File: src/hdl/gcbr_pkg.sv
// Shared types, constants and constant functions of the gamma/contrast/brightness ramp.
`default_nettype none
package gcbr_pkg;

  localparam int RAMP_ENTRIES_DEF = 256;

  localparam int IDX_W   = 8;
  localparam int VAL_W   = 16;
  localparam int SET_W   = 16;
  localparam int NSPAN_W = 10;   // last entry index, up to 1023
  localparam int DIFF_W  = 12;   // 2*i minus the last entry index, signed
  localparam int KN_W    = 19;
  localparam int DEN_W   = 30;
  localparam int NUM_W   = 32;
  localparam int QUO_W   = 32;
  localparam int X_W     = 33;   // Q0.32 plus the value one
  localparam int P_W     = 6;
  localparam int M_W     = 32;
  localparam int FRAC_W  = 26;
  localparam int E_W     = 32;   // exponent, Q2.30
  localparam int L_W     = 32;   // -log2, Q6.26
  localparam int T_W     = 40;
  localparam int F_W     = 32;
  localparam int Y_W     = 33;
  localparam int OFF_W   = 35;

  localparam int DIV_STEPS = 32;
  localparam int LOG_STEPS = 26;
  localparam int POW_STEPS = 32;

  localparam logic [SET_W-1:0] SET_LO  = 16'd6554;
  localparam logic [SET_W-1:0] SET_HI  = 16'd58982;
  localparam logic [SET_W-1:0] SET_RST = 16'd32768;

  typedef enum logic [1:0] {
    REG_GAMMA      = 2'd0,
    REG_CONTRAST   = 2'd1,
    REG_BRIGHTNESS = 2'd2
  } cfg_reg_e;

  typedef struct packed {
    logic                    busy;
    logic [KN_W-1:0]         kn;
    logic [DEN_W-1:0]        kdn;
    logic [DEN_W-1:0]        den;
    logic [E_W-1:0]          expo;
    logic signed [OFF_W-1:0] off;
  } cfg_t;

  typedef struct packed {
    logic             vld;
    logic [IDX_W-1:0] idx;
    logic             lo;
    logic             hi;
    logic [DEN_W-1:0] rem;
    logic [QUO_W-1:0] quo;
  } div_t;

  typedef struct packed {
    logic              vld;
    logic [IDX_W-1:0]  idx;
    logic              zero;
    logic [P_W-1:0]    p;
    logic [M_W-1:0]    m;
    logic [FRAC_W-1:0] frac;
  } log_t;

  typedef struct packed {
    logic             vld;
    logic [IDX_W-1:0] idx;
    logic             zero;
    logic [P_W-1:0]   sh;
    logic [F_W-1:0]   f;
    logic [Y_W-1:0]   y;
  } pow_t;

  function automatic logic [SET_W-1:0] clamp_set(input logic [SET_W-1:0] s);
    logic [SET_W-1:0] r;
    r = s;
    if (s < SET_LO) r = SET_LO;
    if (s > SET_HI) r = SET_HI;
    return r;
  endfunction

  function automatic logic [63:0] isqrt64(input logic [63:0] v);
    logic [63:0] vv;
    logic [63:0] res;
    logic [63:0] b;
    vv  = v;
    res = '0;
    b   = 64'h4000_0000_0000_0000;
    for (int s = 0; s < 32; s++) begin
      if (vv >= res + b) begin
        vv  = vv - (res + b);
        res = (res >> 1) + b;
      end else begin
        res = res >> 1;
      end
      b = b >> 2;
    end
    return res;
  endfunction

  // 2^(-2^-j) in Q0.32, each rung the square root of the one before
  function automatic logic [31:0] ladder_r(input int j);
    logic [63:0] r;
    r = isqrt64(64'h8000_0000_0000_0000);
    for (int k = 1; k < j; k++) begin
      r = isqrt64(r << 32);
    end
    return r[31:0];
  endfunction

endpackage
`default_nettype wire

File: src/hdl/gcbr_log_cell.sv
// One squaring step of the bit-serial log2: yields one fraction bit.
`default_nettype none
module gcbr_log_cell
  import gcbr_pkg::*;
(
  input  wire logic clk_i,
  input  wire logic rst_ni,
  input  wire logic en_i,
  input  log_t      d_i,
  output log_t      d_o
);

  logic       vld_q;
  log_t       dat_q;
  log_t       nxt;
  logic [63:0] sq;
  logic [32:0] s;

  always_comb begin
    sq  = {32'b0, d_i.m} * {32'b0, d_i.m};
    s   = sq[63:31];
    nxt = d_i;
    if (s[32]) begin
      nxt.m    = s[32:1];
      nxt.frac = {d_i.frac[FRAC_W-2:0], 1'b1};
    end else begin
      nxt.m    = s[31:0];
      nxt.frac = {d_i.frac[FRAC_W-2:0], 1'b0};
    end
  end

  always_ff @(posedge clk_i or negedge rst_ni) begin
    if (!rst_ni) vld_q <= 1'b0;
    else if (en_i) vld_q <= d_i.vld;
  end

  always_ff @(posedge clk_i) begin
    if (en_i) dat_q <= nxt;
  end

  always_comb begin
    d_o     = dat_q;
    d_o.vld = vld_q;
  end

endmodule
`default_nettype wire

File: config.mk
export PLATFORM = sky130hd
export DESIGN_NAME = gcbr_log_cell
export DESIGN_NICKNAME = d
export VERILOG_FILES = /design/src/hdl/gcbr_pkg.sv /design/src/hdl/gcbr_log_cell.sv
export SDC_FILE = /design/constraint.sdc
export NUM_CORES = 2
export LEC_CHECK = 0
export ABC_AREA = 1
export ABC_CLOCK_PERIOD_IN_PS = 800
export BUFFER_PORTS_ARGS = -buffer_cell sky130_fd_sc_hd__buf_2
export CAP_MARGIN = 20
export CORE_ASPECT_RATIO = 0.7
export CORE_MARGIN = 2
export CORE_UTILIZATION = 55
export DETAILED_ROUTE_END_ITERATION = 12
export PLACE_DENSITY = 0.72
export SLEW_MARGIN = 20
export SYNTH_ARGS = -nofsm -noshare
export SYNTH_HDL_FRONTEND = slang
export SYNTH_SLANG_ARGS = --single-unit
File: constraint.sdc
create_clock -name clk_i -period 0.8 [get_ports clk_i]
set_input_delay 0.16 -clock clk_i [delete_from_list [all_inputs] [get_ports clk_i]]
set_output_delay 0.16 -clock clk_i [all_outputs]
set_load 0.02 [all_outputs]
Word level (Yosys, flattened, before mapping)
Index checks and enable logic that the tools add are counted.
- bits in registers: 74
- latch bits: 0
- RAM bits: 0
- bits in read-only memories: 0
- bits of input ports: 77
- memories kept: 0
- add/sub/neg operators: 0
- multipliers: 1
- divide/modulo/power cells: 0
- magnitude comparators: 0
- equal/unequal tests: 0
- shift operators: 0
- mux-type cells: 1
- bitwise gates (word level): 0
- reductions and logical operators: 0
- operators with widths (kind ; number):
    multiplier 32 x 32 -> 64 bit ; 1
    2-to-1 mux 57 bit ; 1

Longest topological paths before layout
- word-level depth: 2
- depth in mapped cells: 36
- depth with buffers taken out: 33

Worst setup path before layout
OpenSTA, ideal clock, no wires.
- path kind: input -> register
- start: in d_i[38] (netlist name)
- end: reg dat_q, in the netlist d_o[57] (data pin)
- arrival time: 6.577 ns
- setup slack: -6.037 ns
- cell stages on the path: 30
- buffers on the path: 4
- path through: clkbuf_1 clkbuf_1 buf_1 nand2_1 fa_1 inv_1 fa_1 fa_1 inv_1 fa_1 inv_1 fa_1 inv_1 fa_1 inv_1 fa_1 fa_1 ha_1 nand2_1 nor2_1 nand2_1 nor2_1 nand2_1 nand2_1 nand2_1 nand2_1 nand2_1 nand2_4 buf_6 nand3_1
- cells in the longest elaborated chain, start to end: 1
- ends and longest elaborated chain (what ; line ; text):
    from (decl) ; gcbr_log_cell.sv:9 ; input log_t d_i,
    multiplier 32 x 32 -> 64 bit ; gcbr_log_cell.sv:20 ; sq = {32'b0, d_i.m} * {32'b0, d_i.m};
    to (signal assigned) ; gcbr_log_cell.sv:38 ; if (en_i) dat_q <= nxt;
    to (decl) ; gcbr_log_cell.sv:14 ; log_t dat_q;
No other way between the ends.
A chain may end at the register's enable or synchronous reset.

==> impl_metrics.env <==
export IMPL_outcome="complete, but fails checks"
export IMPL_violations="negative setup slack"
export IMPL_period_minus_slack_ns=6.474
export IMPL_drt_initial_drc_count=2113
export IMPL_critPathKind="input port to flop"
export IMPL_synth_area_leader_cell="fa_1"
export IMPL_grt_pass1_wl_mm=150.1
export IMPL_fillers=4646
export IMPL_cts_max_level=3
export IMPL_gp_congestion=0.9911
export IMPL_die_h_um=212.4
export IMPL_synthFlopType="edfxtp_1"
export IMPL_r2r_setup_slack_ns=0.03
export IMPL_reg2reg_depth=1
export IMPL_setup_viol=107
export IMPL_postSynthCellCount=4243
export IMPL_maxSlewViolCount=0
export IMPL_synth_seq_cells=74
export IMPL_grt_max_degree=34
export IMPL_synth_distinct_cells=36
export IMPL_dr_pass1_iters=5
export IMPL_hpwl_mm=80.14
export IMPL_coreArea_um2=61430
export IMPL_viasPerCell=4.870
export IMPL_wl_per_cell_um=16.50
export IMPL_via_count=27980
export IMPL_crit_end="d_o[30]$_DFFE_PP_"
export IMPL_synth_common_cells="inv_1, nand2_1, fa_1, ha_1, nor2_1"
export IMPL_worstPathArrival_ns=6.55
export IMPL_cp_startpoint="d_i[39]"
export IMPL_crit_top_cell="fa_1"
export IMPL_max_slew_margin_rel_pct=77.27
export IMPL_worstPathMaxFanout=8
export IMPL_finalWorstSetupSlack_ns=-5.674
export IMPL_layout_drive_gt1_share_pct=22.69
export IMPL_max_freq_ghz=0.1545
export IMPL_regToRegEndpoint="vld_q$_DFFE_PN0P_"
export IMPL_async_flop_share_pct=1.351
export IMPL_totalWireLength_mm=94.82
export IMPL_cts_buffers=9
export IMPL_rows=76
export IMPL_rsz0062_at_grt="true"
export IMPL_drv_cap=0
export IMPL_min_path_cells=1
export IMPL_synth_most_common_cell="inv_1"
export IMPL_syn_mean_instance_area_um2=8.045
export IMPL_cts_tree="built"
export IMPL_stdcell_area_um2=42990
export IMPL_ant_nets=0
export IMPL_clk_pin_slew_ns=0.07
export IMPL_ys_seq_area_share_pct=6.495
export IMPL_grt_antenna_before_repair=0
export IMPL_crit_required_ns=0.87
export IMPL_hold_viol_final=0
export IMPL_drc_errors=0
export IMPL_grt_pass1_vias=29410
export IMPL_fp_dieW_um=301.8
export IMPL_synth_fp_nets=5411
export IMPL_synthTopCellsByArea="fa_1, inv_1, nand2_1"
export IMPL_skew_ns=0
export IMPL_clockRootBuffer="clkbuf_16"
export IMPL_cpMaxStageDelayCell="fa_1"
export IMPL_yosys_warnings=0
export IMPL_tightest_slew_ns=0.3373
export IMPL_synth_top_area_share_pct=46.39
export IMPL_start_util_pct=55.57
export IMPL_hold_path_class="input port to flop"
export IMPL_pin_count=151
export IMPL_design_die_area_um2=64110
export IMPL_post_dp_cell_area_um2=40180
export IMPL_critPathCaptureType="flop"
export IMPL_timing_final_crit_share_pct=809.3
export IMPL_clk_path_buf_depth=2
export IMPL_synth_edff_count=73
export IMPL_clk_latency_ns=0.32
export IMPL_timing_rr_start="vld_q$_DFFE_PN0P_"
export IMPL_area_growth_pct=25.94
export IMPL_max_stage_delay_ns=0.57
export IMPL_start_kind="input port"
export IMPL_io_buffers=149
export IMPL_grt_use_total_pct=29.93
export IMPL_cts_sinks=74
export IMPL_whs_ns=0.005944
export IMPL_final_nets=6090
export IMPL_diodes=0
export IMPL_overflow=0
export IMPL_synth_area_um2=34140
## cells in the final DEF (no fill, tap or decap), drive strengths merged, types with 16 or more instances in the layout
master and n:
xor2 33, fa 791, edfxtp 73, a21oi 60
inv 1447, nand4 18, nand3 71, nand2 1130
xnor2 16, ha 300, o21bai 22, buf 756
o21ai 17, nor2 114
## worst max-delay path, delay by kind of cell
kind | cells | cell delay [ns]
buffers and inverters | 11 | 0.85
AND/OR/NAND/NOR | 11 | 1.11
adder cells (fa/ha/maj) | 9 | 4.40
## repair_timing
| action | in CTS | in global routing |
|---|---|---|
| hold buffers | 11 | 3 |
| pin swaps | 27 | 113 |
| cloned | 4 | 6 |
| resized for setup | 218 | 358 |
| buffers inserted | 6 | 17 |
| endpoints found under the hold margin | 11 | 3 |
| setup endpoints to repair | 107 | 107 |
## cells by family after synthesis
group / share of synthesized area (%)
mux: 0.03299
fa+ha+maj: 57.39
buf+inv: 17.22
flops: 6.495
simple gates: 15.65
compound gates: 1.957
xor+xnor: 1.257
## metal layers
metal / vias to the layer above / global-route usage (%) / routed length, µm
li1: 13240 / - / -
met1: 13610 / 43.82 / 41620
met2: 1019 / 45.97 / 42120
met3: 118 / 7.327 / 9261
met4: 0 / 5.070 / 1812
met5: - / 0 / 0
## registers in the layout, summed over array words and instances, names as in the netlist
register  flops
d_o          73
vld_q         1
## worst min path at each step
stage	from	end	slack, ns
after floorplan	rst_ni	vld_q$_DFFE_PN0P_	-0.14
after global placement	rst_ni	vld_q$_DFFE_PN0P_	-0.07
after detailed placement	rst_ni	vld_q$_DFFE_PN0P_	-0.06
after CTS	d_i[64]	d_o[64]$_DFFE_PP_	0.0007
after global routing	d_i[8]	d_o[9]$_DFFE_PP_	-0.005
final	d_i[68]	d_o[68]$_DFFE_PP_	0.006
## stage by stage
| step | worst slack, ns | utilization (%) | TNS, ns | std cells |
|---|---|---|---|---|
| final | -5.674 | 69.98 | -202.32 | 5746 |
| after floorplan | -5.479 | - | -180.18 | 4243 |
| after detailed placement | -6.301 | 65.41 | -210.92 | 5683 |
| after global placement | -6.184 | 65.41 | -207.77 | 5683 |
| after global routing | -5.876 | 69.98 | -211.19 | 5746 |
| after CTS | -5.577 | 67.55 | -199.59 | 5720 |
## final cells by class
type / count / area (µm²) / area share [%]
Multi-Input combinational cell: 2616 / 27440 / 63.83
Sequential cell: 74 / 2217 / 5.157
Timing Repair Buffer: 775 / 6576 / 15.30
Clock buffer: 9 / 225.2 / 0.5239
Tap cell: 819 / 1025 / 2.384
Inverter: 1446 / 5430 / 12.63
Clock inverter: 7 / 76.32 / 0.1775
Power is not shown: default switching activity piles up to over one toggle a cycle in this logic, so the estimate is an artifact.
