==> src/hdl/gcbr_pkg.sv <==
// Shared types, constants and constant functions of the gamma/contrast/brightness ramp.
`default_nettype none
package gcbr_pkg;

  localparam int RAMP_ENTRIES_DEF = 256;

  localparam int IDX_W   = 8;
  localparam int VAL_W   = 16;
  localparam int SET_W   = 16;
  localparam int NSPAN_W = 10;   // last entry index, up to 1023
  localparam int DIFF_W  = 12;   // 2*i minus the last entry index, signed
  localparam int KN_W    = 19;
  localparam int DEN_W   = 30;
  localparam int NUM_W   = 32;
  localparam int QUO_W   = 32;
  localparam int X_W     = 33;   // Q0.32 plus the value one
  localparam int P_W     = 6;
  localparam int M_W     = 32;
  localparam int FRAC_W  = 26;
  localparam int E_W     = 32;   // exponent, Q2.30
  localparam int L_W     = 32;   // -log2, Q6.26
  localparam int T_W     = 40;
  localparam int F_W     = 32;
  localparam int Y_W     = 33;
  localparam int OFF_W   = 35;

  localparam int DIV_STEPS = 32;
  localparam int LOG_STEPS = 26;
  localparam int POW_STEPS = 32;

  localparam logic [SET_W-1:0] SET_LO  = 16'd6554;
  localparam logic [SET_W-1:0] SET_HI  = 16'd58982;
  localparam logic [SET_W-1:0] SET_RST = 16'd32768;

  typedef enum logic [1:0] {
    REG_GAMMA      = 2'd0,
    REG_CONTRAST   = 2'd1,
    REG_BRIGHTNESS = 2'd2
  } cfg_reg_e;

  typedef struct packed {
    logic                    busy;
    logic [KN_W-1:0]         kn;
    logic [DEN_W-1:0]        kdn;
    logic [DEN_W-1:0]        den;
    logic [E_W-1:0]          expo;
    logic signed [OFF_W-1:0] off;
  } cfg_t;

  typedef struct packed {
    logic             vld;
    logic [IDX_W-1:0] idx;
    logic             lo;
    logic             hi;
    logic [DEN_W-1:0] rem;
    logic [QUO_W-1:0] quo;
  } div_t;

  typedef struct packed {
    logic              vld;
    logic [IDX_W-1:0]  idx;
    logic              zero;
    logic [P_W-1:0]    p;
    logic [M_W-1:0]    m;
    logic [FRAC_W-1:0] frac;
  } log_t;

  typedef struct packed {
    logic             vld;
    logic [IDX_W-1:0] idx;
    logic             zero;
    logic [P_W-1:0]   sh;
    logic [F_W-1:0]   f;
    logic [Y_W-1:0]   y;
  } pow_t;

  function automatic logic [SET_W-1:0] clamp_set(input logic [SET_W-1:0] s);
    logic [SET_W-1:0] r;
    r = s;
    if (s < SET_LO) r = SET_LO;
    if (s > SET_HI) r = SET_HI;
    return r;
  endfunction

  function automatic logic [63:0] isqrt64(input logic [63:0] v);
    logic [63:0] vv;
    logic [63:0] res;
    logic [63:0] b;
    vv  = v;
    res = '0;
    b   = 64'h4000_0000_0000_0000;
    for (int s = 0; s < 32; s++) begin
      if (vv >= res + b) begin
        vv  = vv - (res + b);
        res = (res >> 1) + b;
      end else begin
        res = res >> 1;
      end
      b = b >> 2;
    end
    return res;
  endfunction

  // 2^(-2^-j) in Q0.32, each rung the square root of the one before
  function automatic logic [31:0] ladder_r(input int j);
    logic [63:0] r;
    r = isqrt64(64'h8000_0000_0000_0000);
    for (int k = 1; k < j; k++) begin
      r = isqrt64(r << 32);
    end
    return r[31:0];
  endfunction

endpackage
`default_nettype wire

==> src/hdl/gcbr_div_cell.sv <==
// One restoring step of the contrast quotient.
`default_nettype none
module gcbr_div_cell
  import gcbr_pkg::*;
(
  input  wire logic             clk_i,
  input  wire logic             rst_ni,
  input  wire logic             en_i,
  input  wire logic [DEN_W-1:0] den_i,
  input  div_t                  d_i,
  output div_t                  d_o
);

  logic       vld_q;
  div_t       dat_q;
  div_t       nxt;
  logic [DEN_W:0] rem2;
  logic       ge;

  always_comb begin
    rem2 = {d_i.rem, 1'b0};
    ge   = rem2 >= {1'b0, den_i};
    nxt  = d_i;
    nxt.rem = ge ? DEN_W'(rem2 - {1'b0, den_i}) : rem2[DEN_W-1:0];
    nxt.quo = {d_i.quo[QUO_W-2:0], ge};
  end

  always_ff @(posedge clk_i or negedge rst_ni) begin
    if (!rst_ni) vld_q <= 1'b0;
    else if (en_i) vld_q <= d_i.vld;
  end

  always_ff @(posedge clk_i) begin
    if (en_i) dat_q <= nxt;
  end

  always_comb begin
    d_o     = dat_q;
    d_o.vld = vld_q;
  end

endmodule
`default_nettype wire

==> config.mk <==
export PLATFORM = sky130hd
export DESIGN_NAME = gcbr_div_cell
export DESIGN_NICKNAME = d
export VERILOG_FILES = /design/src/hdl/gcbr_pkg.sv /design/src/hdl/gcbr_div_cell.sv
export SDC_FILE = /design/constraint.sdc
export NUM_CORES = 1
export LEC_CHECK = 0
export ABC_AREA = 0
export BUFFER_PORTS_ARGS = -buffer_cell sky130_fd_sc_hd__buf_4
export CAP_MARGIN = 20
export CORE_ASPECT_RATIO = 0.8
export CORE_MARGIN = 4
export CORE_UTILIZATION = 45
export CTS_CLUSTER_DIAMETER = 30
export DETAILED_ROUTE_END_ITERATION = 16
export PLACE_DENSITY = 0.83
export SETUP_SLACK_MARGIN = 0.5
export SKIP_CTS_REPAIR_TIMING = 1
export SYNTH_ARGS = -nofsm -noshare
export SYNTH_HDL_FRONTEND = slang
export SYNTH_SLANG_ARGS = --single-unit
==> constraint.sdc <==
create_clock -name clk_i -period 1.3 [get_ports clk_i]
set_clock_uncertainty 0.05 [all_clocks]
set_input_delay 0.26 -clock clk_i [delete_from_list [all_inputs] [get_ports clk_i]]
set_output_delay 0.26 -clock clk_i [all_outputs]
set_load 0.005 [all_outputs]
### Word level (Yosys, flattened, before mapping)

Cells that the tools add are included.

* register bits: 73
* input bits: 106

* add/subtract/negate cells: 1
* magnitude comparators: 1
* mux-type cells: 1

Operators with widths (number)
* $ge A31 B30 Y1: 1
* $mux W30: 1
* $sub A30 B30 Y30: 1

### Logic depth before layout (Yosys ltp)

* word-level depth: 2
* gate-level depth with buffers: 13
* mapped depth without buffers: 10

### Worst setup path before layout

OpenSTA, ideal clock, no wires.

* path type: input-to-reg
* start point: in den_i[0]
* end point: reg dat_q, in the netlist d_o[58] (data pin)
* library setup time: 260 ps
* data arrival time: 2390 ps
* data required time: 990 ps
* setup slack: -1401 ps
* stages: 10
* path through: inv_1 > fa_1 > a21o_1 > a221oi_1 > o31ai_2 > a21oi_2 > o211a_1 > o21ai_0 > xor2_1 > mux2_4

RTL lines
* from (decl): line gcbr_div_cell.sv:9 `input wire logic [DEN_W-1:0] den_i,`
* to (signal assigned): line gcbr_div_cell.sv:34 `if (en_i) dat_q <= nxt;`
* to (decl): line gcbr_div_cell.sv:15 `div_t dat_q;`

==> impl_summary.log <==
INFO  metric drt.antenna.violating_nets = 0
INFO  metric drt_pass1_iterations = 5
INFO  metric floorplan.die.height = 96.0 um
INFO  metric antennaDiodeCount = 0
INFO  metric row_count = 31
INFO  metric drive_gt1_share = 57.5%
INFO  metric core_area = a little over 0.009 mm^2
INFO  metric route.vias.total = 4071
INFO  metric outcome = finished with violations
INFO  metric synth_cell_types = 56
INFO  metric timing.max_slew.rel_slack = between 60% and 70%
INFO  metric dp_worst_setup_slack = -1.52 ns
INFO  metric grt_antenna_before_repair = 0
INFO  metric layout_setup_ws = -1.16 ns
INFO  metric root_buffer = sky130_fd_sc_hd__clkbuf_16
INFO  metric io_buffers = 177
INFO  metric number_of_global_route_vias_before_repair = 4064
INFO  metric gp_congestion = 0.836
INFO  metric drc = 0
INFO  metric clk_path_buf_depth = 2
INFO  metric maxClockFrequency = 406 MHz
INFO  metric pwr_density_cell = 1130 mW/mm^2
INFO  metric grt_overflow = 0
INFO  metric ys.flop_type = sky130_fd_sc_hd__edfxtp_1
INFO  metric reg2reg_depth = 1
INFO  metric io-pin-count = 179
INFO  metric grt_first_pass_wirelength = 19.7 mm
INFO  metric period_minus_slack = ~2.5 ns
INFO  metric most_common_library_cell_in_the_layout_ignoring_fill_and_taps = sky130_fd_sc_hd__buf_4
INFO  metric irDropWorstVdd = 697 uV
INFO  metric cts.htree.levels = 3
INFO  metric async_reset_ff_share = approximately 1.4%
INFO  metric fin_crit_sh = 189%
INFO  metric synth_enable_flop_cells = around 70
INFO  metric rr_startpoint = vld_q
INFO  metric finalNetCount = 774
INFO  metric wirelength = 15.1 mm
INFO  metric initial_core_util = approximately 47%
INFO  metric max_cap_viol_count = 0
INFO  metric hold_path_depth = 1
INFO  metric min_to = d_o[26]
INFO  metric tritoncts.num_buffers = 9
INFO  metric track_usage = a little over a fifth
INFO  metric p_total = 8.55 mW
INFO  metric finalMaxSlewViolations = 0
INFO  metric syn-mean-instance-area = 12.0 um^2
INFO  metric grt_max_degree = 38
INFO  metric ff2ff_setup_slack = 0.45 ns
INFO  metric clk_pin_slew_worst_paths = 0.06 ns
INFO  metric hold_viol_final = 0
INFO  metric via_per_inst = 5.38
INFO  metric class_of_the_most_critical_hold_timing_path = in -> reg
INFO  metric startpoint_class_of_the_critical_path = input pin
INFO  metric die_w = 118 um
INFO  metric totalNegativeSetupSlack = -32.71 ns
INFO  metric fp.dieArea = approximately 0.011 mm^2
INFO  metric post_synth_inst_count = 363
INFO  metric insertion_delay = 0.33 ns
INFO  metric critPathKind = in -> reg
INFO  metric area_growth = 73.9%
INFO  metric dp_hpwl = roughly 9.9 mm
INFO  metric holdCritStartpoint = d_i[25]
INFO  metric crit_path_max_fanout = 5
INFO  metric setup.worst_path.end_class = flop
INFO  metric crit_arrival = 2.49 ns
INFO  metric r2r_end = vld_q
INFO  metric synth-seq-area-share = 50.2%
INFO  metric rsz0062_at_grt = true
INFO  metric wire_per_inst = 19.9 um
INFO  metric clock_sink_count = 73
INFO  metric fin_area = 0.00758 mm^2
INFO  metric post_dp_cell_area = between 0.006 and 0.007 mm^2
INFO  metric most_used_cells_in_the_layout_excluding_fill_and_tap_cells = sky130_fd_sc_hd__buf_4 (183), sky130_fd_sc_hd__buf_6 (76), sky130_fd_sc_hd__edfxtp_1 (72)
INFO  metric finalSetupViolations = 31
INFO  metric cts_tree = built
INFO  metric mappedNetlistArea = ~0.0044 mm^2
INFO  metric worstMarginPinSlew = between 0.4 and 0.5 ns
INFO  metric violations = setup timing
INFO  metric syn-num-nets = 500
INFO  metric drt_first_iter_violations = 258
INFO  metric synth-warning-count = 0
INFO  metric critical_path_required = 1.33 ns
INFO  metric post_synthesis_sequential_element_count = 73
INFO  metric total_leakage_power = 3.46 nW
metrics by stage:
step                      hold WS (ns)  util (%)  cells
after global placement         -0.0150      69.7    726
after global routing            0.0427      82.1    757
after CTS                       -0.360      73.0    742
after detailed placement       -0.0105      69.7    726
final                           0.0554      82.1    757
after floorplan                -0.0856         -    363
layer usage:
layer,global-route usage (%),vias to the layer above,share of wire (%)
met5,0,-,0
met4,5.46,0,1.4
met2,40.7,188,53
met3,6.11,24,6.8
met1,25.0,1971,39
li1,-,1888,-
sequential cells by signal, indices dropped and copies added, names as in the netlist:
name,count
vld_q,1
d_o,72
Yosys cell counts (2+ instances only):
library cell	instances	share of area [%]
sky130_fd_sc_hd__xnor2_1	18	3.6
sky130_fd_sc_hd__o21bai_1	4	0.69
sky130_fd_sc_hd__and2_1	2	0.29
sky130_fd_sc_hd__and3_1	2	0.29
sky130_fd_sc_hd__nand2_1	27	2.3
sky130_fd_sc_hd__nor2_1	15	1.3
sky130_fd_sc_hd__a21oi_1	34	3.9
sky130_fd_sc_hd__mux2_4	22	7.6
sky130_fd_sc_hd__and4_1	2	0.40
sky130_fd_sc_hd__ha_1	30	8.6
sky130_fd_sc_hd__buf_6	2	0.52
sky130_fd_sc_hd__nand2b_1	3	0.43
sky130_fd_sc_hd__xor2_1	9	1.8
sky130_fd_sc_hd__buf_2	4	0.46
sky130_fd_sc_hd__a21o_1	10	1.7
sky130_fd_sc_hd__buf_12	2	0.92
sky130_fd_sc_hd__nor3_1	5	0.57
sky130_fd_sc_hd__nand4_1	2	0.29
sky130_fd_sc_hd__nand3_1	9	1.0
sky130_fd_sc_hd__edfxtp_1	72	50
sky130_fd_sc_hd__o21ai_0	13	1.5
sky130_fd_sc_hd__inv_1	36	3.1
sky130_fd_sc_hd__mux2_2	5	1.3
sky130_fd_sc_hd__a31oi_1	3	0.43
cell type report:
type	count	area, um^2
fillers	504	1650
flip-flops and latches	73	2190
clock inverters	6	68.8
repair buffers	273	2500
clock buffers	10	229
inverters	36	148
well taps	115	144
multi-input cells	244	2300
power by group:
part / switching [mW] / internal [mW] / total, mW
clock network: 1.02 / 1.49 / 2.51
registers: 0.140 / 2.93 / 3.07
logic: 1.18 / 1.78 / 2.97
how the worst max path moves through the flow:
stage	startpoint	endpoint	slack, ns
after CTS	d_i[32]	d_o[57]	-1.16
after global placement	d_i[32]	d_o[57]	-1.45
final	den_i[6]	d_o[53]	-1.16
after global routing	den_i[6]	d_o[53]	-1.19
after detailed placement	d_i[32]	d_o[57]	-1.52
after floorplan	d_i[35]	d_o[38]	-1.20
cells by family after synthesis:
logic type	Yosys count	synth area share, %
XOR/XNOR	27	5.43
multiplexers	27	8.87
buffers and inverters	46	5.25
adder cells (fa/ha/maj)	31	9.07
AO/OA/AOI/OAI	84	12.9
AND/OR/NAND/NOR	75	8.27
flip-flops	73	50.2
critical path, cell delays in order:
cell and delay [ns]:
sky130_fd_sc_hd__buf_4 0.08, sky130_fd_sc_hd__inv_1 0.03, sky130_fd_sc_hd__ha_1 0.35, sky130_fd_sc_hd__a21o_1 0.21
sky130_fd_sc_hd__a21oi_1 0.33, sky130_fd_sc_hd__a2111oi_4 0.14, sky130_fd_sc_hd__buf_4 0.16, sky130_fd_sc_hd__nor3_1 0.36
sky130_fd_sc_hd__o21ai_1 0.13, sky130_fd_sc_hd__xor2_1 0.18, sky130_fd_sc_hd__mux2_4 0.27
No activity file was read; power rests on OpenSTA's default activity.
