### config.mk
export PLATFORM = sky130hd
export DESIGN_NAME = gcbr_cfg
export DESIGN_NICKNAME = d
export VERILOG_FILES = /design/src/hdl/gcbr_pkg.sv /design/src/hdl/gcbr_cfg.sv
export SDC_FILE = /design/constraint.sdc
export NUM_CORES = 2
export LEC_CHECK = 0
export ABC_AREA = 1
export BUFFER_PORTS_ARGS = -buffer_cell sky130_fd_sc_hd__buf_4
export CORE_MARGIN = 5
export CORE_UTILIZATION = 25
export DETAILED_ROUTE_END_ITERATION = 7
export GPL_ROUTABILITY_DRIVEN = 0
export SLEW_MARGIN = 20
export SYNTH_ARGS = -nofsm -noshare
export SYNTH_HDL_FRONTEND = slang
export SYNTH_SLANG_ARGS = --single-unit
### constraint.sdc
create_clock -name clk_i -period 9 [get_ports clk_i]
set_input_delay 1.35 -clock clk_i [delete_from_list [all_inputs] [get_ports clk_i]]
set_output_delay 1.35 -clock clk_i [all_outputs]
set_load 0.01 [all_outputs]
### src/hdl/gcbr_pkg.sv
// Shared types, constants and constant functions of the gamma/contrast/brightness ramp.
`default_nettype none
package gcbr_pkg;

  localparam int RAMP_ENTRIES_DEF = 256;

  localparam int IDX_W   = 8;
  localparam int VAL_W   = 16;
  localparam int SET_W   = 16;
  localparam int NSPAN_W = 10;   // last entry index, up to 1023
  localparam int DIFF_W  = 12;   // 2*i minus the last entry index, signed
  localparam int KN_W    = 19;
  localparam int DEN_W   = 30;
  localparam int NUM_W   = 32;
  localparam int QUO_W   = 32;
  localparam int X_W     = 33;   // Q0.32 plus the value one
  localparam int P_W     = 6;
  localparam int M_W     = 32;
  localparam int FRAC_W  = 26;
  localparam int E_W     = 32;   // exponent, Q2.30
  localparam int L_W     = 32;   // -log2, Q6.26
  localparam int T_W     = 40;
  localparam int F_W     = 32;
  localparam int Y_W     = 33;
  localparam int OFF_W   = 35;

  localparam int DIV_STEPS = 32;
  localparam int LOG_STEPS = 26;
  localparam int POW_STEPS = 32;

  localparam logic [SET_W-1:0] SET_LO  = 16'd6554;
  localparam logic [SET_W-1:0] SET_HI  = 16'd58982;
  localparam logic [SET_W-1:0] SET_RST = 16'd32768;

  typedef enum logic [1:0] {
    REG_GAMMA      = 2'd0,
    REG_CONTRAST   = 2'd1,
    REG_BRIGHTNESS = 2'd2
  } cfg_reg_e;

  typedef struct packed {
    logic                    busy;
    logic [KN_W-1:0]         kn;
    logic [DEN_W-1:0]        kdn;
    logic [DEN_W-1:0]        den;
    logic [E_W-1:0]          expo;
    logic signed [OFF_W-1:0] off;
  } cfg_t;

  typedef struct packed {
    logic             vld;
    logic [IDX_W-1:0] idx;
    logic             lo;
    logic             hi;
    logic [DEN_W-1:0] rem;
    logic [QUO_W-1:0] quo;
  } div_t;

  typedef struct packed {
    logic              vld;
    logic [IDX_W-1:0]  idx;
    logic              zero;
    logic [P_W-1:0]    p;
    logic [M_W-1:0]    m;
    logic [FRAC_W-1:0] frac;
  } log_t;

  typedef struct packed {
    logic             vld;
    logic [IDX_W-1:0] idx;
    logic             zero;
    logic [P_W-1:0]   sh;
    logic [F_W-1:0]   f;
    logic [Y_W-1:0]   y;
  } pow_t;

  function automatic logic [SET_W-1:0] clamp_set(input logic [SET_W-1:0] s);
    logic [SET_W-1:0] r;
    r = s;
    if (s < SET_LO) r = SET_LO;
    if (s > SET_HI) r = SET_HI;
    return r;
  endfunction

  function automatic logic [63:0] isqrt64(input logic [63:0] v);
    logic [63:0] vv;
    logic [63:0] res;
    logic [63:0] b;
    vv  = v;
    res = '0;
    b   = 64'h4000_0000_0000_0000;
    for (int s = 0; s < 32; s++) begin
      if (vv >= res + b) begin
        vv  = vv - (res + b);
        res = (res >> 1) + b;
      end else begin
        res = res >> 1;
      end
      b = b >> 2;
    end
    return res;
  endfunction

  // 2^(-2^-j) in Q0.32, each rung the square root of the one before
  function automatic logic [31:0] ladder_r(input int j);
    logic [63:0] r;
    r = isqrt64(64'h8000_0000_0000_0000);
    for (int k = 1; k < j; k++) begin
      r = isqrt64(r << 32);
    end
    return r[31:0];
  endfunction

endpackage
`default_nettype wire

### src/hdl/gcbr_cfg.sv
// Settings registers and the values derived from them, exponent by a serial divider.
`default_nettype none
module gcbr_cfg
  import gcbr_pkg::*;
#(
  parameter int unsigned RAMP_ENTRIES = RAMP_ENTRIES_DEF
) (
  input  wire logic             clk_i,
  input  wire logic             rst_ni,
  input  wire logic             we_i,
  input  wire logic [1:0]       index_i,
  input  wire logic [SET_W-1:0] data_i,
  output cfg_t                  cfg_o
);

  localparam logic [NSPAN_W-1:0] NSPAN = NSPAN_W'(RAMP_ENTRIES - 1);
  localparam logic [6:0] CNT_PREP  = 7'd0;
  localparam logic [6:0] CNT_MID   = 7'd1;
  localparam logic [6:0] CNT_INIT  = 7'd2;
  localparam logic [6:0] CNT_LAST  = 7'd66;
  localparam logic [63:0] E_NUM    = 64'd25 << 58;   // 6.25 * 2^60
  localparam logic [34:0] E_BASE   = 35'd25 << 26;   // 0.25 scaled by 2^32 / 0.8^2 path

  logic [SET_W-1:0] gam_q, con_q, bri_q;
  logic             busy_q;
  logic [6:0]       cnt_q;

  logic [SET_W-1:0] cg, cc, cb;
  logic [16:0]      sc;
  logic [16:0]      qg;
  logic signed [17:0] bd;

  logic [KN_W-1:0]  kn_q, kd_q;
  logic [33:0]      qsq_q;
  logic [14:0]      ad_q;
  logic [12:0]      a5_q;
  logic             neg_q;
  logic [30:0]      a5_prod;

  logic [DEN_W-1:0] kdn_q, den_q;
  logic [34:0]      dene_q;
  logic [2:0]       r5;
  logic [31:0]      rtab;
  logic [31:0]      mag;
  logic signed [OFF_W-1:0] off_q;

  logic [63:0] dnum_q;
  logic [34:0] rem_q;
  logic [35:0] rem2;
  logic        ge;
  logic [E_W-1:0] quo_q;

  always_ff @(posedge clk_i or negedge rst_ni) begin
    if (!rst_ni) begin
      gam_q  <= SET_RST;
      con_q  <= SET_RST;
      bri_q  <= SET_RST;
      busy_q <= 1'b1;
      cnt_q  <= CNT_PREP;
    end else if (we_i) begin
      if (index_i == REG_GAMMA)      gam_q <= data_i;
      if (index_i == REG_CONTRAST)   con_q <= data_i;
      if (index_i == REG_BRIGHTNESS) bri_q <= data_i;
      busy_q <= 1'b1;
      cnt_q  <= CNT_PREP;
    end else if (busy_q) begin
      cnt_q <= cnt_q + 7'd1;
      if (cnt_q == CNT_LAST) busy_q <= 1'b0;
    end
  end

  always_comb begin
    cg = clamp_set(gam_q);
    cc = clamp_set(con_q);
    cb = clamp_set(bri_q);
    sc = 17'd65536 - {1'b0, cc};
    qg = 17'd8192 + {1'b0, cg};
    bd = $signed({2'b0, cb}) - 18'sd32768;
    a5_prod = {16'b0, (bd < 0) ? 15'(-bd) : bd[14:0]} * 31'd52429;
  end

  // remainder of |d|/5 as a fraction scaled by 2^18
  always_comb begin
    r5 = 3'(ad_q - 15'({2'b0, a5_q} * 15'd5));
    case (r5)
      3'd1:    rtab = 32'd52428;
      3'd2:    rtab = 32'd104857;
      3'd3:    rtab = 32'd157286;
      3'd4:    rtab = 32'd209715;
      default: rtab = 32'd0;
    endcase
    mag = {1'b0, a5_q, 18'b0} + rtab;
  end

  assign rem2 = {rem_q, dnum_q[63]};
  assign ge   = rem2 >= {1'b0, dene_q};

  always_ff @(posedge clk_i) begin
    if (busy_q) begin
      case (cnt_q)
        CNT_PREP: begin
          kn_q  <= KN_W'(19'd196608 + {sc, 2'b0});
          kd_q  <= KN_W'(19'd458752 - {sc, 2'b0});
          qsq_q <= {17'b0, qg} * {17'b0, qg};
          ad_q  <= (bd < 0) ? 15'(-bd) : bd[14:0];
          neg_q <= bd < 0;
          a5_q  <= a5_prod[30:18];
        end
        CNT_MID: begin
          kdn_q  <= {11'b0, kd_q} * {20'b0, NSPAN};
          den_q  <= {11'b0, kd_q} * {19'b0, NSPAN, 1'b0};
          dene_q <= E_BASE + 35'(qsq_q * 34'd3);
          off_q  <= neg_q ? -$signed({3'b0, mag}) : $signed({3'b0, mag});
        end
        CNT_INIT: begin
          dnum_q <= E_NUM + {30'b0, dene_q[34:1]};
          rem_q  <= '0;
          quo_q  <= '0;
        end
        default: begin
          dnum_q <= {dnum_q[62:0], 1'b0};
          rem_q  <= ge ? 35'(rem2 - {1'b0, dene_q}) : rem2[34:0];
          quo_q  <= {quo_q[E_W-2:0], ge};
        end
      endcase
    end
  end

  always_comb begin
    cfg_o.busy = busy_q;
    cfg_o.kn   = kn_q;
    cfg_o.kdn  = kdn_q;
    cfg_o.den  = den_q;
    cfg_o.expo = quo_q;
    cfg_o.off  = off_q;
  end

endmodule
`default_nettype wire

# Yosys cells after proc, flatten, opt, wreduce, memory -nomap -nowiden
# Index checks and enable logic that the tools add are counted.
[word_totals]
register_bits = 400
latch_bits = 0
ram_bits = 0
romBits = 0
inputBits = 21
output_inout_bits = 147
elab_cells = 84
mem_count = 0
[op_classes]
n_addsub = 13
n_mul = 6
div_mod_pow = 0
order_cmp = 8
n_eq_ne = 9
shifts = 0
n_mux = 18
bitwise_logic = 1
reduce_logical = 10
[ops]
columns = ["op", "count"]
rows = [
  ["$pmux W64 S2", 1],
  ["$mux W16", 6],
  ["$pmux W18 S4", 1],
  ["$pmux W35 S2", 1],
  ["$add A63 B34 Y64 const A", 1],
  ["$pmux W32 S2", 1],
  ["$mul A19 B8 Y27 const B", 2],
  ["$gt A16 B16 Y1 const B", 3],
  ["$lt A16 B13 Y1 const B", 3],
  ["$ge A36 B35 Y1", 1],
  ["$add A31 B35 Y35 const A", 1],
  ["$mul A34 B2 Y35 const B", 1],
  ["$mux W35", 1],
  ["$neg A32 Y35", 1],
  ["$sub A35 B35 Y35", 1],
  ["$mul A17 B17 Y34", 1],
  ["$add A31 B32 Y32", 1],
  ["$mux W32", 1],
  ["$mul A15 B16 Y31 const B", 1],
  ["$add A18 B19 Y19 const A", 1],
  ["$sub A19 B19 Y19 const A", 1],
  ["$add A14 B16 Y17 const A", 1],
  ["$lt A17 B1 Y1 const B", 1],
  ["$sub A16 B16 Y17 const B", 1],
  ["22 further kinds", 31],
]

# Depth between registers and ports, before layout
[logic_depth]
ltp_word = 7
ltp_mapped = 40
mapped_depth_nobuf = 39

# Worst setup path before layout
# OpenSTA, ideal clock, no wires.
[synth_path]
kind = "reg2reg"
start = "register gam_q[4]"
end = "register qsq_q[30], data pin"
setup_ns = 0.262
t_arrival_ns = 6.741
required_ns = 8.738
slack_ns = 1.997
stages_incl_launch_ff = 34
n_path_buf = 2
period_less_slack_ns = 7.003
cell_sequence = "dfrtp_1 inv_1 nor3_1 nor3_1 nor3_1 nor3_1 o21ai_1 buf_2 nand2_1 nand2_1 clkinv_1 nor2_1 fa_1 fa_1 inv_1 fa_1 inv_1 fa_1 inv_1 fa_1 inv_1 fa_1 ha_1 clkbuf_1 nand2_1 nor3_1 a21oi_1 o21ai_0 inv_1 o21bai_1 nand2_1 nand2_1 a21oi_1 xor2_1"
[synth_between]
elab_chain_len = 5
word_cells_on_any_way = 6
cone_classes = "add/sub (1); mul (1); order compare (2); mux (2)"
[synth_lines]
columns = ["item", "line", "text"]
rows = [
  ["start, declared", "gcbr_cfg.sv:24", "logic [SET_W-1:0] gam_q, con_q, bri_q;"],
  ["start signal, assigned", "gcbr_cfg.sv:61", "if (index_i == REG_GAMMA) gam_q <= data_i;"],
  ["$lt A16 B13 Y1", "gcbr_pkg.sv:80", "if (s < SET_LO) r = SET_LO;"],
  ["$mux W16", "gcbr_pkg.sv:80", ""],
  ["$mux W16 (*)", "gcbr_pkg.sv:81", "if (s > SET_HI) r = SET_HI;"],
  ["$add A14 B16 Y17 (*)", "gcbr_cfg.sv:77", "qg = 17'd8192 + {1'b0, cg};"],
  ["$mul A17 B17 Y34 (*)", "gcbr_cfg.sv:104", "qsq_q <= {17'b0, qg} * {17'b0, qg};"],
  ["end signal, assigned", "gcbr_cfg.sv:104", ""],
  ["end, declared", "gcbr_cfg.sv:34", "logic [33:0] qsq_q;"],
]
# Every way passes the cells marked *; elsewhere a longest branch is shown, timed or not.
# A chain may end at the register's enable or synchronous reset.

# Worst setup path after layout
# Same ends and word-level chain as after synthesis.

==> results.py <==
metrics = {
    "finish": {
        "fin_util_pct": 28.3,
        "area_growth_pct": 12.6,
        "multiInputGateArea_um2": 20600,
        "seq_area_um2": 10400,
        "nFillCells": 14500,
        "drive_above_1_share_pct": 7.67,
        "nNetsFinal": 4699,
    },
    "setup_path": {
        "cp.arrival_ns": 8.51,
        "r2r_end": "qsq_q[30]",
        "crit_path_start_kind": "register",
        "crit_path_frequent_cell": "inv_1",
        "critPathMaxFanout": 13,
        "cp_slowest_cell": "o21ai_1",
        "r2r_slack_ns": 0.83,
        "crit_type": "register to register",
        "r2r_cells": 33,
        "r2r-start": "gam_q[4]",
        "cp-endpoint": "qsq_q[30]",
        "cpPeakStageDelay_ns": 0.61,
        "crit_path_start": "gam_q[4]",
        "crit_path_end_kind": "register",
        "cp.required_ns": 9.35,
    },
    "yosys": {
        "synth_edf_count": 301,
        "synthArstFlopShare_pct": 15.7,
        "ys_top_cells_by_count": "inv_1, nand2_1, ha_1",
        "ys.flop_type": "edfxtp_1",
        "synth.most_common_cell": "inv_1",
        "netlist_area_um2": 34700,
        "synthTopCellsByArea": "edfxtp_1, fa_1, ha_1, inv_1, nand2_1",
        "yosysTopAreaCell": "edfxtp_1",
        "yosysWarningCount": 0,
        "syn_area_per_cell_um2": 8.98,
        "synth_seq_area_share_pct": 30.1,
        "ys_types": 56,
        "yosysTopAreaCellShare_pct": 26.1,
        "ys_seq_elements": 357,
        "syn-instance-count": 3859,
    },
    "global_routing": {
        "first_global_vias": 25300,
        "grt_start_max_net_pins": 104,
        "grt_use_total_pct": 10.9,
        "antenna_found_initial": 8,
        "grt_pass1_wl_mm": 132,
        "overflow": 0,
    },
    "timing": {
        "fin_crit_ns": 8.17,
        "finalSetupViolCount": 0,
        "hold-worst-slack_ns": 0.463,
        "worst_slew_pin_slew_ns": 1.00,
        "fin_ws_ns": 0.835,
        "tns_ns": 0,
        "max_slew_margin_pct": 33.3,
        "hold_viol": 0,
        "fin_skew_ns": 0.0384,
        "final-max-slew-violation-count": 0,
        "period_share_pct": 90.7,
        "timing.fmax_mhz": 122,
        "rsz0062_at_grt": "no",
    },
    "floorplanning": {
        "die_y_um": 382,
        "die_area_um2": 146000,
        "ios": 168,
        "row_count": 136,
        "coreArea_um2": 138000,
        "floorplan.initialDensity_pct": 25.2,
        "fp.dieW_um": 382,
    },
    "drt": {
        "drt-total-wl_mm": 79.5,
        "wl_met3_mm": 3.88,
        "wl_per_cell_um": 13.7,
        "highest_layer": "met5",
        "wl_met1_mm": 36.9,
        "drt_iter0_drc": 1432,
        "ant_nets": 0,
        "drt_first_pass_iters": 7,
        "num_vias": 25000,
        "wl_met2_mm": 36.5,
        "drc_errors": 0,
        "avgViaCountPerCell": 4.30,
    },
    "clock_tree": {
        "clkLatencyLatePin_ns": 0.61,
        "cts.clk_slew.worst_paths_ns": 0.06,
        "h-tree-depth": 2,
        "cts_resized": 0,
        "post-cts-setup-buffers": 0,
        "cts_tree": "yes",
        "hold_buffers": 0,
        "cts.path.max_buffers": 3,
        "cts.sinks": 357,
        "cts_root_buffer": "clkbuf_16",
        "cts_buffers": 43,
    },
    "status": {
        "status": "completed",
    },
    "job": {
        "cap_violations": 0,
    },
    "place": {
        "portBuffers": 155,
        "place_ws_ns": 0.930,
        "place_hpwl_mm": 65.9,
    },
    "hold_path": {
        "worstHoldPathType": "register to register",
    },
}
[worst max-delay path: cells and delay by family, from the launching register on]
kind / cells / cell delay (ns)
fa+ha+maj: 7 / 3.30
simple gates: 12 / 1.87
compound gates: 5 / 1.34
buf+inv: 8 / 0.91
flops: 1 / 0.34
xor+xnor: 1 / 0.14
[cells in the final DEF (no fill, tap or decap), types with 4 or more instances in the layout]
master / instances
nand2_4: 5
nand2_2: 20
clkinv_4: 5
a21boi_0: 5
nor2_4: 8
dfrtp_1: 52
nor4_1: 9
o311ai_0: 4
nand3b_1: 4
fa_1: 331
edfxtp_1: 301
nand2_1: 584
o31ai_1: 6
inv_2: 11
clkbuf_16: 44
nand4_1: 31
a31oi_1: 23
buf_4: 166
conb_1: 16
dfstp_2: 4
a21oi_1: 194
o211ai_1: 8
or2_2: 7
o21bai_1: 12
o21a_1: 12
nand3_1: 109
inv_1: 824
o21ai_0: 224
clkinv_1: 11
nor2_2: 6
clkinv_2: 7
xor2_1: 110
nor3_1: 41
clkbuf_1: 9
a21o_1: 15
xnor2_1: 53
ha_1: 366
nor2_1: 337
nand3_2: 5
[metal layers]
| layer | GRT usage [%] | vias to the layer above |
|---|---|---|
| li1 | - | 12500 |
| met1 | 14.8 | 11800 |
| met2 | 17.8 | 498 |
| met3 | 1.94 | 131 |
| met4 | 3.07 | 12 |
| met5 | 0 | - |
[state kept, by name, indices dropped and copies added, names as in the netlist]
name and flops:
a5_q 13, gam_q 16, quo_q 32, bri_q 16, den_q 25, ad_q 3
rem_q 35, cnt_q 7, kd_q 16, off_q 28, neg_q 1, kn_q 17
busy_q 1, qsq_q 33, dene_q 34, con_q 16, dnum_q 64
[how the worst min path moves through the flow]
stage,from,endpoint,slack [ns],cells after the start
after global placement,qsq_q[0],dene_q[1],0.47,0
after detailed placement,qsq_q[2],dene_q[2],0.46,0
after floorplan,qsq_q[0],dene_q[1],0.40,0
final,qsq_q[0],dene_q[1],0.46,0
after global routing,qsq_q[0],dene_q[1],0.48,0
after CTS,qsq_q[0],dene_q[1],0.46,0
[per-stage QoR]
stage,cell area (µm²),instances
4_1_cts,39000,5810
2_1_floorplan,34700,3874
6_report,39000,5812
3_5_place_dp,37600,5730
3_3_place_gp,37600,5730
5_1_grt,39000,5810
[area by class of cell]
class                      count  area share (%)
clock buffer                  55            2.98
tap                         1794            5.75
clock inverter                25           0.539
inverter                     840            8.08
timing repair buffer         166            3.19
antenna                        2          0.0128
sequential                   357            26.8
multi-input combinational   2573            52.7
[logic make-up (layout without fill, tap and decap cells)]
group	count (synthesis)	after routing	share of synthesized area [%]
XOR/XNOR	167	167	4.31
adder cells (fa/ha/maj)	697	697	32.3
AO/OA/AOI/OAI	518	518	8.17
multiplexers	1	1	0.0325
AND/OR/NAND/NOR	1174	1174	14.2
flip-flops	357	357	30.1
other	1	18	0.0108
buffers and inverters	944	1086	10.8
Power is not shown: default switching activity piles up to over one toggle a cycle in this logic, so the estimate is an artifact.
